===== src/rtl/spt_pkg.sv =====
// Shared types and constants of the sorted priority table.
// No dependencies; used by spt_cell and sorted_priority_table_unit.
package spt_pkg;

   localparam int TABLE_DEPTH = 16;
   localparam int MAX_REPORT  = 16;
   localparam int IDX_W       = $clog2(TABLE_DEPTH);
   localparam int CNT_W       = $clog2(TABLE_DEPTH + 1);

   localparam int OP_W     = 2;
   localparam int HANDLE_W = 16;
   localparam int PRIO_W   = 8;
   localparam int BIRTH_W  = 16;
   localparam int POS_W    = 5;
   localparam int STATUS_W = 2;
   localparam int SLOT_W   = 4;

   localparam logic [OP_W-1:0] OP_INSERT = 2'd0;
   localparam logic [OP_W-1:0] OP_REMOVE = 2'd1;
   localparam logic [OP_W-1:0] OP_READ   = 2'd2;

   localparam logic [STATUS_W-1:0] ST_OK    = 2'd0;
   localparam logic [STATUS_W-1:0] ST_FULL  = 2'd1;
   localparam logic [STATUS_W-1:0] ST_EMPTY = 2'd2;
   localparam logic [STATUS_W-1:0] ST_RANGE = 2'd3;

   // Cell commands
   localparam int CMD_W = 2;
   localparam logic [CMD_W-1:0] CMD_HOLD      = 2'd0;
   localparam logic [CMD_W-1:0] CMD_LOAD_NEW  = 2'd1;
   localparam logic [CMD_W-1:0] CMD_TAKE_PREV = 2'd2;
   localparam logic [CMD_W-1:0] CMD_TAKE_NEXT = 2'd3;

   typedef struct packed {
      logic                used;
      logic [HANDLE_W-1:0] handle;
      logic [PRIO_W-1:0]   priority_val;
      logic [BIRTH_W-1:0]  birth;
   } slot_type;

   typedef struct packed {
      logic [STATUS_W-1:0] status;
      logic                occupied;
      logic [SLOT_W-1:0]   slot;
      logic [HANDLE_W-1:0] handle;
      logic [PRIO_W-1:0]   priority_val;
      logic [BIRTH_W-1:0]  birth;
      logic                last;
   } rsp_type;

endpackage


===== src/rtl/spt_cell.sv =====
// One slot of the sorted table: holds an entry and loads it from the new
// entry or from either neighbor. Depends on spt_pkg.
module spt_cell (
   input  logic                    clock,
   input  logic                    reset,
   input  logic [spt_pkg::CMD_W-1:0] cmd,
   input  spt_pkg::slot_type       new_entry,
   input  spt_pkg::slot_type       prev_entry,
   input  spt_pkg::slot_type       next_entry,
   output spt_pkg::slot_type       entry,
   output logic                    stop
);

   logic                         used_ff, used_in;
   logic [spt_pkg::HANDLE_W-1:0] handle_ff, handle_in;
   logic [spt_pkg::PRIO_W-1:0]   prio_ff, prio_in;
   logic [spt_pkg::BIRTH_W-1:0]  birth_ff, birth_in;
   spt_pkg::slot_type            src;
   logic                         beats;

   // new entry goes ahead of this one on higher priority, then on earlier birth
   assign beats = (new_entry.priority_val != prio_ff) ?
                  (new_entry.priority_val > prio_ff) : (new_entry.birth < birth_ff);
   assign stop  = !used_ff || beats;

   always_comb begin
      case (cmd)
         spt_pkg::CMD_LOAD_NEW:  src = new_entry;
         spt_pkg::CMD_TAKE_PREV: src = prev_entry;
         spt_pkg::CMD_TAKE_NEXT: src = next_entry;
         default:                src = entry;
      endcase
      used_in   = src.used;
      handle_in = src.handle;
      prio_in   = src.priority_val;
      birth_in  = src.birth;
   end

   always_ff @(posedge clock) begin
      if (reset) begin
         used_ff <= 1'b0;
      end else begin
         used_ff <= used_in;
      end
   end

   always_ff @(posedge clock) begin
      handle_ff <= handle_in;
      prio_ff   <= prio_in;
      birth_ff  <= birth_in;
   end

   assign entry.used         = used_ff;
   assign entry.handle       = handle_ff;
   assign entry.priority_val = prio_ff;
   assign entry.birth        = birth_ff;

endmodule


===== src/rtl/sorted_priority_table_unit.sv =====
// Sorted priority table: a row of TABLE_DEPTH slot cells kept in priority
// order (higher priority first, then earlier birth, ties in arrival order),
// with empty slots at the end. Insert and remove take effect in the cycle the
// request transfers: on insert every cell compares the new key at once, and
// the row shifts by one place. The report that follows rotates the whole row
// through cell 0 one place per cycle while the result side takes the results;
// an insert or remove that leaves the table empty gives a single unoccupied
// result instead. Read, a failed request and the out-of-range case give one
// result. A new request is taken once the previous one has moved all its
// results into the output register. Depends on spt_pkg and spt_cell.
module sorted_priority_table_unit (
   input  logic                             clock,
   input  logic                             reset,
   input  logic                             req_valid,
   output logic                             req_ready,
   input  logic [spt_pkg::OP_W-1:0]         req_op,
   input  logic [spt_pkg::HANDLE_W-1:0]     req_handle,
   input  logic [spt_pkg::PRIO_W-1:0]       req_priority_req,
   input  logic [spt_pkg::BIRTH_W-1:0]      req_birth_time,
   input  logic [spt_pkg::POS_W-1:0]        req_position,
   output logic                             rsp_valid,
   input  logic                             rsp_ready,
   output logic [spt_pkg::STATUS_W-1:0]     rsp_status,
   output logic                             rsp_occupied,
   output logic [spt_pkg::SLOT_W-1:0]       rsp_slot,
   output logic [spt_pkg::HANDLE_W-1:0]     rsp_entry_handle,
   output logic [spt_pkg::PRIO_W-1:0]       rsp_entry_priority,
   output logic [spt_pkg::BIRTH_W-1:0]      rsp_entry_birth,
   output logic                             rsp_last
);

   localparam int DEPTH = spt_pkg::TABLE_DEPTH;
   localparam int CNT_W = spt_pkg::CNT_W;

   localparam logic [1:0] S_IDLE = 2'd0;
   localparam logic [1:0] S_ONE  = 2'd1;
   localparam logic [1:0] S_RPT  = 2'd2;

   logic [1:0]       state_ff, state_in;
   logic [CNT_W-1:0] rot_ff, rot_in;
   logic [CNT_W-1:0] count_ff, count_in;
   spt_pkg::rsp_type pend_ff, pend_in;
   spt_pkg::rsp_type rsp_ff, rsp_in;
   logic             rsp_valid_ff, rsp_valid_in;

   spt_pkg::slot_type          cell_q    [DEPTH];
   spt_pkg::slot_type          prev_bus  [DEPTH];
   spt_pkg::slot_type          next_bus  [DEPTH];
   logic [spt_pkg::CMD_W-1:0]  cmd       [DEPTH];
   logic [DEPTH-1:0]           stop_vec;
   logic [DEPTH-1:0]           used_vec;

   spt_pkg::slot_type new_entry;
   spt_pkg::slot_type sel_entry;
   spt_pkg::slot_type empty_entry;
   logic              accept, out_free, in_range, full, emit, last_rpt, lap_end;

   assign empty_entry = '0;

   assign new_entry.used         = 1'b1;
   assign new_entry.handle       = req_handle;
   assign new_entry.priority_val = req_priority_req;
   assign new_entry.birth        = req_birth_time;

   assign req_ready = (state_ff == S_IDLE);
   assign accept    = req_valid && req_ready;
   assign out_free  = !rsp_valid_ff || rsp_ready;
   assign in_range  = (32'(req_position) < DEPTH);
   assign full      = cell_q[DEPTH-1].used;
   assign sel_entry = cell_q[req_position[spt_pkg::IDX_W-1:0]];

   assign emit     = (32'(rot_ff) < 32'(count_ff)) && (32'(rot_ff) < spt_pkg::MAX_REPORT);
   assign last_rpt = (32'(rot_ff) + 1 == 32'(count_ff)) ||
                     (32'(rot_ff) + 1 == spt_pkg::MAX_REPORT);
   assign lap_end  = (rot_ff == CNT_W'(DEPTH - 1));

   // ring during the report; the tail takes an empty slot on remove
   always_comb begin
      for (int i = 0; i < DEPTH; i++) begin
         prev_bus[i] = (i == 0) ? empty_entry : cell_q[(i == 0) ? 0 : i - 1];
         next_bus[i] = (i == DEPTH - 1) ? ((state_ff == S_RPT) ? cell_q[0] : empty_entry)
                                        : cell_q[(i == DEPTH - 1) ? 0 : i + 1];
         used_vec[i] = cell_q[i].used;
      end
   end

   for (genvar g = 0; g < DEPTH; g++) begin : g_cell
      spt_cell u_cell (
         .clock      (clock),
         .reset      (reset),
         .cmd        (cmd[g]),
         .new_entry  (new_entry),
         .prev_entry (prev_bus[g]),
         .next_entry (next_bus[g]),
         .entry      (cell_q[g]),
         .stop       (stop_vec[g])
      );
   end

   always_comb begin
      state_in     = state_ff;
      rot_in       = rot_ff;
      count_in     = count_ff;
      pend_in      = pend_ff;
      rsp_in       = rsp_ff;
      rsp_valid_in = rsp_valid_ff && !rsp_ready;
      for (int i = 0; i < DEPTH; i++) begin
         cmd[i] = spt_pkg::CMD_HOLD;
      end

      case (state_ff)
         S_IDLE: begin
            if (accept) begin
               pend_in      = '0;
               pend_in.last = 1'b1;
               case (req_op)
                  spt_pkg::OP_INSERT: begin
                     if (full) begin
                        pend_in.status = spt_pkg::ST_FULL;
                        state_in       = S_ONE;
                     end else begin
                        for (int i = 0; i < DEPTH; i++) begin
                           if (i > 0 && stop_vec[(i == 0) ? 0 : i - 1]) begin
                              cmd[i] = spt_pkg::CMD_TAKE_PREV;
                           end else if (stop_vec[i]) begin
                              cmd[i] = spt_pkg::CMD_LOAD_NEW;
                           end
                        end
                        count_in = count_ff + 1'b1;
                        rot_in   = '0;
                        state_in = S_RPT;
                     end
                  end
                  spt_pkg::OP_REMOVE: begin
                     pend_in.slot = req_position[spt_pkg::SLOT_W-1:0];
                     if (!in_range) begin
                        pend_in.status = spt_pkg::ST_RANGE;
                        state_in       = S_ONE;
                     end else if (!sel_entry.used) begin
                        pend_in.status = spt_pkg::ST_EMPTY;
                        state_in       = S_ONE;
                     end else begin
                        for (int i = 0; i < DEPTH; i++) begin
                           if (32'(i) >= 32'(req_position)) begin
                              cmd[i] = spt_pkg::CMD_TAKE_NEXT;
                           end
                        end
                        count_in = count_ff - 1'b1;
                        rot_in   = '0;
                        state_in = S_RPT;
                     end
                  end
                  spt_pkg::OP_READ: begin
                     pend_in.slot = req_position[spt_pkg::SLOT_W-1:0];
                     if (!in_range) begin
                        pend_in.status = spt_pkg::ST_RANGE;
                     end else if (sel_entry.used) begin
                        pend_in.occupied     = 1'b1;
                        pend_in.handle       = sel_entry.handle;
                        pend_in.priority_val = sel_entry.priority_val;
                        pend_in.birth        = sel_entry.birth;
                     end
                     state_in = S_ONE;
                  end
                  default: begin
                     // unused op: drop
                  end
               endcase
            end
         end
         S_ONE: begin
            if (out_free) begin
               rsp_in       = pend_ff;
               rsp_valid_in = 1'b1;
               state_in     = S_IDLE;
            end
         end
         S_RPT: begin
            if (count_ff == '0) begin
               if (out_free) begin
                  rsp_in       = '0;
                  rsp_in.last  = 1'b1;
                  rsp_valid_in = 1'b1;
                  state_in     = S_IDLE;
               end
            end else if (!emit || out_free) begin
               if (emit) begin
                  rsp_in.status       = spt_pkg::ST_OK;
                  rsp_in.occupied     = 1'b1;
                  rsp_in.slot         = spt_pkg::SLOT_W'(rot_ff);
                  rsp_in.handle       = cell_q[0].handle;
                  rsp_in.priority_val = cell_q[0].priority_val;
                  rsp_in.birth        = cell_q[0].birth;
                  rsp_in.last         = last_rpt;
                  rsp_valid_in        = 1'b1;
               end
               // advance the ring one place
               for (int i = 0; i < DEPTH; i++) begin
                  cmd[i] = spt_pkg::CMD_TAKE_NEXT;
               end
               rot_in = rot_ff + 1'b1;
               if (lap_end) begin
                  state_in = S_IDLE;
               end
            end
         end
         default: begin
            state_in = S_IDLE;
         end
      endcase
   end

   always_ff @(posedge clock) begin
      if (reset) begin
         state_ff     <= S_IDLE;
         rot_ff       <= '0;
         count_ff     <= '0;
         rsp_valid_ff <= 1'b0;
      end else begin
         state_ff     <= state_in;
         rot_ff       <= rot_in;
         count_ff     <= count_in;
         rsp_valid_ff <= rsp_valid_in;
      end
   end

   always_ff @(posedge clock) begin
      pend_ff <= pend_in;
      rsp_ff  <= rsp_in;
   end

   assign rsp_valid          = rsp_valid_ff;
   assign rsp_status         = rsp_ff.status;
   assign rsp_occupied       = rsp_ff.occupied;
   assign rsp_slot           = rsp_ff.slot;
   assign rsp_entry_handle   = rsp_ff.handle;
   assign rsp_entry_priority = rsp_ff.priority_val;
   assign rsp_entry_birth    = rsp_ff.birth;
   assign rsp_last           = rsp_ff.last;

`ifndef SYNTH
   a_count_bound: assert property (@(posedge clock) disable iff (reset)
      32'(count_ff) <= DEPTH)
      else $error("entry count exceeds table depth");

   a_prefix: assert property (@(posedge clock) disable iff (reset)
      (state_ff == S_IDLE) |-> ((used_vec & (used_vec + 1'b1)) == '0))
      else $error("occupied slots do not form a prefix");

   a_count_match: assert property (@(posedge clock) disable iff (reset)
      (state_ff == S_IDLE) |-> ($countones(used_vec) == 32'(count_ff)))
      else $error("entry count disagrees with occupied slots");

   a_insert_grows: assert property (@(posedge clock) disable iff (reset)
      (accept && req_op == spt_pkg::OP_INSERT && !full)
      |=> (count_ff == $past(count_ff) + 1'b1))
      else $error("insert did not add an entry");

   a_occ_ok: assert property (@(posedge clock) disable iff (reset)
      (rsp_valid_ff && rsp_ff.occupied) |-> (rsp_ff.status == spt_pkg::ST_OK))
      else $error("occupied result with error status");
`endif

endmodule


===== config.mk =====
export PLATFORM = sky130hd
export DESIGN_NAME = sorted_priority_table_unit
export DESIGN_NICKNAME = d
export VERILOG_FILES = /design/src/rtl/spt_pkg.sv /design/src/rtl/spt_cell.sv /design/src/rtl/sorted_priority_table_unit.sv
export SDC_FILE = /design/constraint.sdc
export NUM_CORES = 2
export LEC_CHECK = 0
export ABC_AREA = 1
export BUFFER_PORTS_ARGS = -buffer_cell sky130_fd_sc_hd__buf_2
export CAP_MARGIN = 25
export CORE_MARGIN = 5
export CORE_UTILIZATION = 35
export DETAILED_ROUTE_END_ITERATION = 12
export GPL_TIMING_DRIVEN = 0
export SKIP_CTS_REPAIR_TIMING = 1
export SYNTH_ARGS = -nofsm -noshare
export SYNTH_HDL_FRONTEND = slang
export SYNTH_SLANG_ARGS = --single-unit

===== constraint.sdc =====
create_clock -name clock -period 12.8 [get_ports clock]
set_input_delay 1.92 -clock clock [delete_from_list [all_inputs] [get_ports clock]]
set_output_delay 1.92 -clock clock [all_outputs]
set_load 0.1 [all_outputs]

# [Word level (Yosys, flattened, before mapping)]
# Cells that the tools add are included.
[totals] register_bits=764 in_bits=51 out_inout_bits=50 elab_cells=426
[classes] addsub=4 order_cmp=52 n_eq_ne=87 n_mux=130 bitwise=1 reduce_logical=71
[op_table] cell="$pmux 41 s3" n=16
[op_table] cell="$lt 16x16->1" n=16
[op_table] cell="$mux 48" n=5
[op_table] cell="$bmux 41 s4" n=1
[op_table] cell="$mux 32" n=5
[op_table] cell="$gt 8x8->1" n=16
[op_table] cell="$ne 8x8->1" n=16
[op_table] cell="$pmux 32 s2" n=2
[op_table] cell="$mux 41" n=3
[op_table] cell="$pmux 48 s2" n=1
[op_table] cell="$mux 2" n=42
[op_table] cell="$eq 2x2->1 const B" n=34
[op_table] cell="$reduce_bool 3->1" n=16
[op_table] cell="$mux 5" n=9
[op_table] cell="$ge 4x5->1 const A" n=8
[op_table] cell="$mux 1" n=38
[op_table] cell="$eq 2x1->1 const B" n=18
[op_table] cell="$eq 32x5->1" n=1
[op_table] cell="$mux 31" n=1
[op_table] cell="$pmux 5 s2" n=3
[op_table] cell="$ge 3x5->1 const A" n=4
[op_table] cell="$logic_not 1->1" n=19
[op_table] cell="$logic_or 1x1->1" n=19
[op_table] cell="$pmux 2 s3" n=3
[op_table] cell="29 further kinds" n=49

# [Longest topological paths before layout]
[logic_depth] ltp_word=11 ltp_mapped=21 mapped_depth_nobuf=21

# [Hierarchy]
# Synthesis repeated with hierarchy kept, for this count alone.
[unflattened] hier_cells=6997 hier_area_um2=53837.9
[by_module_without_submodules] mod="spt_cell at g_cell[0].u_cell ..." instances=8 cells_each=329 area_per_inst_um2=2670.1 seq_area_each_um2=1221.2
[by_module_without_submodules] mod="spt_cell at g_cell[2].u_cell ..." instances=8 cells_each=327 area_per_inst_um2=2665.1 seq_area_each_um2=1221.2
[by_module_without_submodules] mod="sorted_priority_table_unit" instances=1 cells_each=1749 area_per_inst_um2=11157.0 seq_area_each_um2=3113.0

# [Worst setup path after synthesis]
# Ideal clock, no wire load.
[synth_timing] path_kind="input port to flip-flop" from="input req_valid" to="register g_cell[8].u_cell.birth_ff[0] (netlist name), enable pin" setup_ns=0.399 t_arrival_ns=5.182 required_time_ns=12.401 setup_slack_ns=7.219 stages=5 path_buffers=1 path_cell_list="nand2_1 > inv_2 > buf_1 > nand2_1 > nand2_1"
[synth_between] elab_chain_cells=5 word_cells_on_any_way=7 cone_classes="3 x eq/ne; 2 x mux; 2 x reduce/logical"
[synth_lines] element="from (decl)" line_no="sorted_priority_table_unit.sv:14" rtl="input logic req_valid,"
[synth_lines] element="$logic_and 1x1->1 *" line_no="sorted_priority_table_unit.sv:66" rtl="assign accept = req_valid && req_ready;"
[synth_lines] element="$mux 32 *" line_no="sorted_priority_table_unit.sv:113" rtl="if (accept) begin"
[synth_lines] element="$pmux 32 s2 *" line_no="sorted_priority_table_unit.sv:111" rtl="case (state_ff)"
[synth_lines] element="$eq 2x1->1 / $eq 2x2->1 (equally long branches)" line_no="spt_cell.sv:27" rtl="case (cmd)"
[synth_lines] element="$reduce_bool 3->1 (no line) *"
[synth_lines] element="to (signal assigned)" line_no="spt_cell.sv:50" rtl="birth_ff <= birth_in;"
[synth_lines] element="to (decl)" line_no="spt_cell.sv:17" rtl="logic [spt_pkg::BIRTH_W-1:0] birth_ff, birth_in;"
# Mark *: on every way between the ends. The rest lies on a longest branch, timed or not.
# A chain may end at the register's enable or synchronous reset.

==> impl_results.md <==
* Status: complete, no violations
* Tcrit/Tclk final at 45.1%
* Worst r2r src: state_ff[0]$_SDFFE_PP0P_
* Clk Latency, worst-skew pair at 0.73 ns
* Fin cells at 8818
* Hold Path Origin: state_ff[1]$_SDFFE_PP0P_
* MaxCap Viol Count at 0
* Top FF cell, synth: edfxtp_1
* Post-Syn Area per Cell at 7.79 um2
* Deepest clock path buffer count at 3
* Flop-to-flop setup slack at 8.32 ns
* Initial DRC count at 7932
* Clk sinks at 764
* Synth Instances at 6589
* Worst Path Required at 13.39 ns
* XOR/XNOR Fraction of Synth Area at 0.102%
* Max incr delay on CP at 0.73 ns
* Final TNS setup at 0 ns
* Largest cells by area after synthesis: edfxtp_1 (43%), nand2_1 (17%), ha_1 (8.8%)
* Port Buf Inserts at 80
* Die Wd at 393 um
* FF+latch count, synth at 764
* Seq pwr share at 40.4%
* Final setup skew at 0.0311 ns
* Most used cell, CP: nand2_1
* Gpl congestion at 1.02
* Core area at 0.146 mm2
* Net Switching at 3.53 mW
* Worst-Margin Slew at 1.21 ns
* Synth unique cells at 57
* DIE AREA at 0.154 mm2
* Total number of vias at 51469
* Layout area overhead at 13.2%
* DRC viols at 0
* # placed instances at 8629
* Share of cells above drive strength 1 at 7.47%
* Arrival @ worst endpoint at 6.35 ns
* CTS tree: yes
* Largest net degree at the start of global routing at 28
* Crit Reg-Reg Endpoint: g_cell[13].u_cell.prio_ff[4]$_DFFE_PP_
* Hold crit path type: flop to flop
* RSZ-0062 raised after global routing: false
* Crit path max fanout at 24
* Storage element area at 0.0227 mm2
* Nets at 7231
* Top layer in use: met5
* I/O Pins at 101
* Final slew viol count at 0
* Via/cell ratio at 5.84
* Post-synth EDFFs at 735
* Clock power frac at 30.7%
* Max Fclk at 173 MHz
* Met3 wire length at 33.0 mm
* Internal cell power at 5.50 mW
* Antenna-violating nets left at 0
* # H-tree levels at 3
* Critical path class: primary input to flop
* Most common cell after layout, fill and taps aside: nand2_1
* Aggregate global-route resource usage at 33.1%
* Clk slew on worst S/H paths at 0.06 ns
* Asr flop ratio synth at 0%
* Reg2reg path depth at 10
* Final hold vios at 0
* Total CTS buffers at 93
* Final WL at 264 mm
* Crit-path cells: buf_2, inv_1, clkbuf_2, ha_1, nand2_1, nor2_1, nand2_1, a21oi_1, nand2_1, nor2_1, nand2_1, nand2_1, nand2_1, nand2_1, nand2_1, o21ai_1, clkbuf_1, nand2_1, nand3_1
* Mapped Nets at 7004
* Final setup fails at 0
* Peak VDD IR at 112 uV
* Post-synthesis sequential area ratio at 44.1%
* Final HPWL DP at 215 mm
* Synth warn at 0
* Clock root buffer: clkbuf_16
* Post-synthesis mux area share at 0%
* Cell Rows at 140
* Multi-input logic area at 0.0248 mm2
* Final min period at 5.77 ns
* Setup crit end kind: flop
* Area share of the largest cell type after synthesis at 43.0%
* Sw Ratio at 39.1%
* Final Util at 39.9%
* Slew headroom at 19.6%
* Comb power frac at 28.9%
* Router iterations before antenna repair at 8
* WHS Endpoint: state_ff[1]$_SDFFE_PP0P_
* Die height at 393 um
* Worst setup SP type: primary input
* CP max-delay cell: clkbuf_1
* First-pass GRT wire length at 360 mm
* Metal2 WL at 109 mm
* Met1 wire length at 107 mm
* WP buf/inv at 4
* Most frequent cells in the layout: nand2_1 (2319), edfxtp_1 (735), nand3_1 (697), inv_1 (535), o21ai_0 (388)
* Compound-cell area share of the yosys netlist at 12.1%
* Grt ovf at 0
* PwrDens at 155 mW/mm2
* Leakage at 24.6 nW
* Per-cell routed wire length at 29.9 um
* Post-synthesis adder-cell area fraction at 8.88%
* Filler instances at 15006
* Worst hold path stage count at 2
* Simple-gate area share of the yosys netlist at 27.2%
* Netlist Area Pre-Place at 0.0514 mm2
* Main combinational cell family by area after synthesis: simple AND/OR/NAND/NOR gates
* Post-synth top area cell: edfxtp_1
* Vias in the first global route at 46908
* Top delay family on crit path: buffers and inverters
* Initial Util at 35.2%
* Initial antenna violation count at 14
[final cells by class]
cell class                      count  share of cell area (%)
Buffer                            417                    3.12
Inverter                          566                    3.65
Tap cell                         1917                    4.13
Sequential cell                   764                    39.0
Multi-Input combinational cell   4842                    42.7
Clock inverter                     53                   0.837
Clock buffer                      120                    4.39
Antenna cell                        7                  0.0301
Timing Repair Buffer              132                    2.20
[synthesized netlist by cell type (all sizes together) (3+ instances only)]
library cell	n
o211ai	114
a21oi	348
a21boi	8
a22o	9
xor2	5
nor3	10
nand3	700
nor2	291
nand2	2344
dfxtp	29
o2111ai	11
nand4	48
o311ai	26
inv	563
nand3b	3
a211oi	12
o21bai	20
a221oi	6
a31oi	10
ha	363
o31ai	24
a41oi	17
o21ai	413
o21a	22
nor4	7
o22ai	17
buf	199
edfxtp	735
or2	3
clkbuf	218
clkinv	3
[layer usage]
metal / up-vias / global-route usage, %
li1: 22785 / -
met1: 24534 / 45.9
met2: 3584 / 48.5
met3: 552 / 8.12
met4: 14 / 15.4
met5: - / 0.606
[kinds of logic (layout without fill, tap and decap cells)]
group	after synthesis	after routing
AND/OR/NAND/NOR	3407	3407
AO/OA/AOI/OAI	1065	1065
buffers and inverters	983	1288
flip-flops	764	764
adder cells (fa/ha/maj)	364	364
XOR/XNOR	6	6
other	0	7
[power by group through the flow]
stage / clock (mW) / sequential, mW / combinational [mW]
after floorplan: 0 / 3.68 / 1.37
after global placement: 0 / 3.69 / 2.42
after detailed placement: 0 / 3.66 / 2.53
after CTS: 2.77 / 3.61 / 2.54
after global routing: 2.86 / 3.65 / 2.78
final: 2.77 / 3.65 / 2.61
[state kept, by name, summed over array words and instances, names as in the netlist, 4 cells and up]
name and count:
count_ff 5, rot_ff 5, rsp_slot 4, rsp_entry_birth 16, g_cell.u_cell.used_ff 16, pend_ff 47, g_cell.u_cell.birth_ff 256, rsp_entry_handle 16
g_cell.u_cell.handle_ff 256, rsp_entry_priority 8, g_cell.u_cell.prio_ff 128
[worst max path at each step]
stage,from,endpoint,cells past startpoint
2_1_floorplan,req_valid,g_cell[8].u_cell.birth_ff[0]$_DFFE_PP_,5
3_3_place_gp,req_valid,g_cell[14].u_cell.used_ff$_SDFFE_PP0P_,10
3_5_place_dp,req_priority_req[0],g_cell[13].u_cell.prio_ff[0]$_DFFE_PP_,19
4_1_cts,req_priority_req[0],g_cell[13].u_cell.prio_ff[0]$_DFFE_PP_,19
5_1_grt,req_priority_req[0],g_cell[13].u_cell.birth_ff[0]$_DFFE_PP_,19
6_report,req_priority_req[0],g_cell[13].u_cell.prio_ff[4]$_DFFE_PP_,19
[worst register-to-register path, cell delays in order, from the launching register on]
cell	delay, ns
dfxtp_1	0.34
inv_1	0.09
ha_1	0.29
nand2_1	0.58
inv_2	0.55
buf_2	0.63
nand2_1	0.26
o21ai_1	0.61
clkbuf_1	0.73
nand2_1	0.15
nand3_1	0.11
[per-stage QoR]
step	worst slack (ns)	cell area, um2	total power [mW]	hold slack [ns]
4_1_cts	7.17	58000	8.92	0.509
5_1_grt	6.93	58100	9.30	0.529
3_5_place_dp	6.42	55000	6.19	0.500
3_3_place_gp	3.88	54200	6.10	0.498
2_1_floorplan	7.22	51400	5.05	0.466
6_report	7.03	58100	9.03	0.506
No activity file was read; power rests on OpenSTA's default activity.
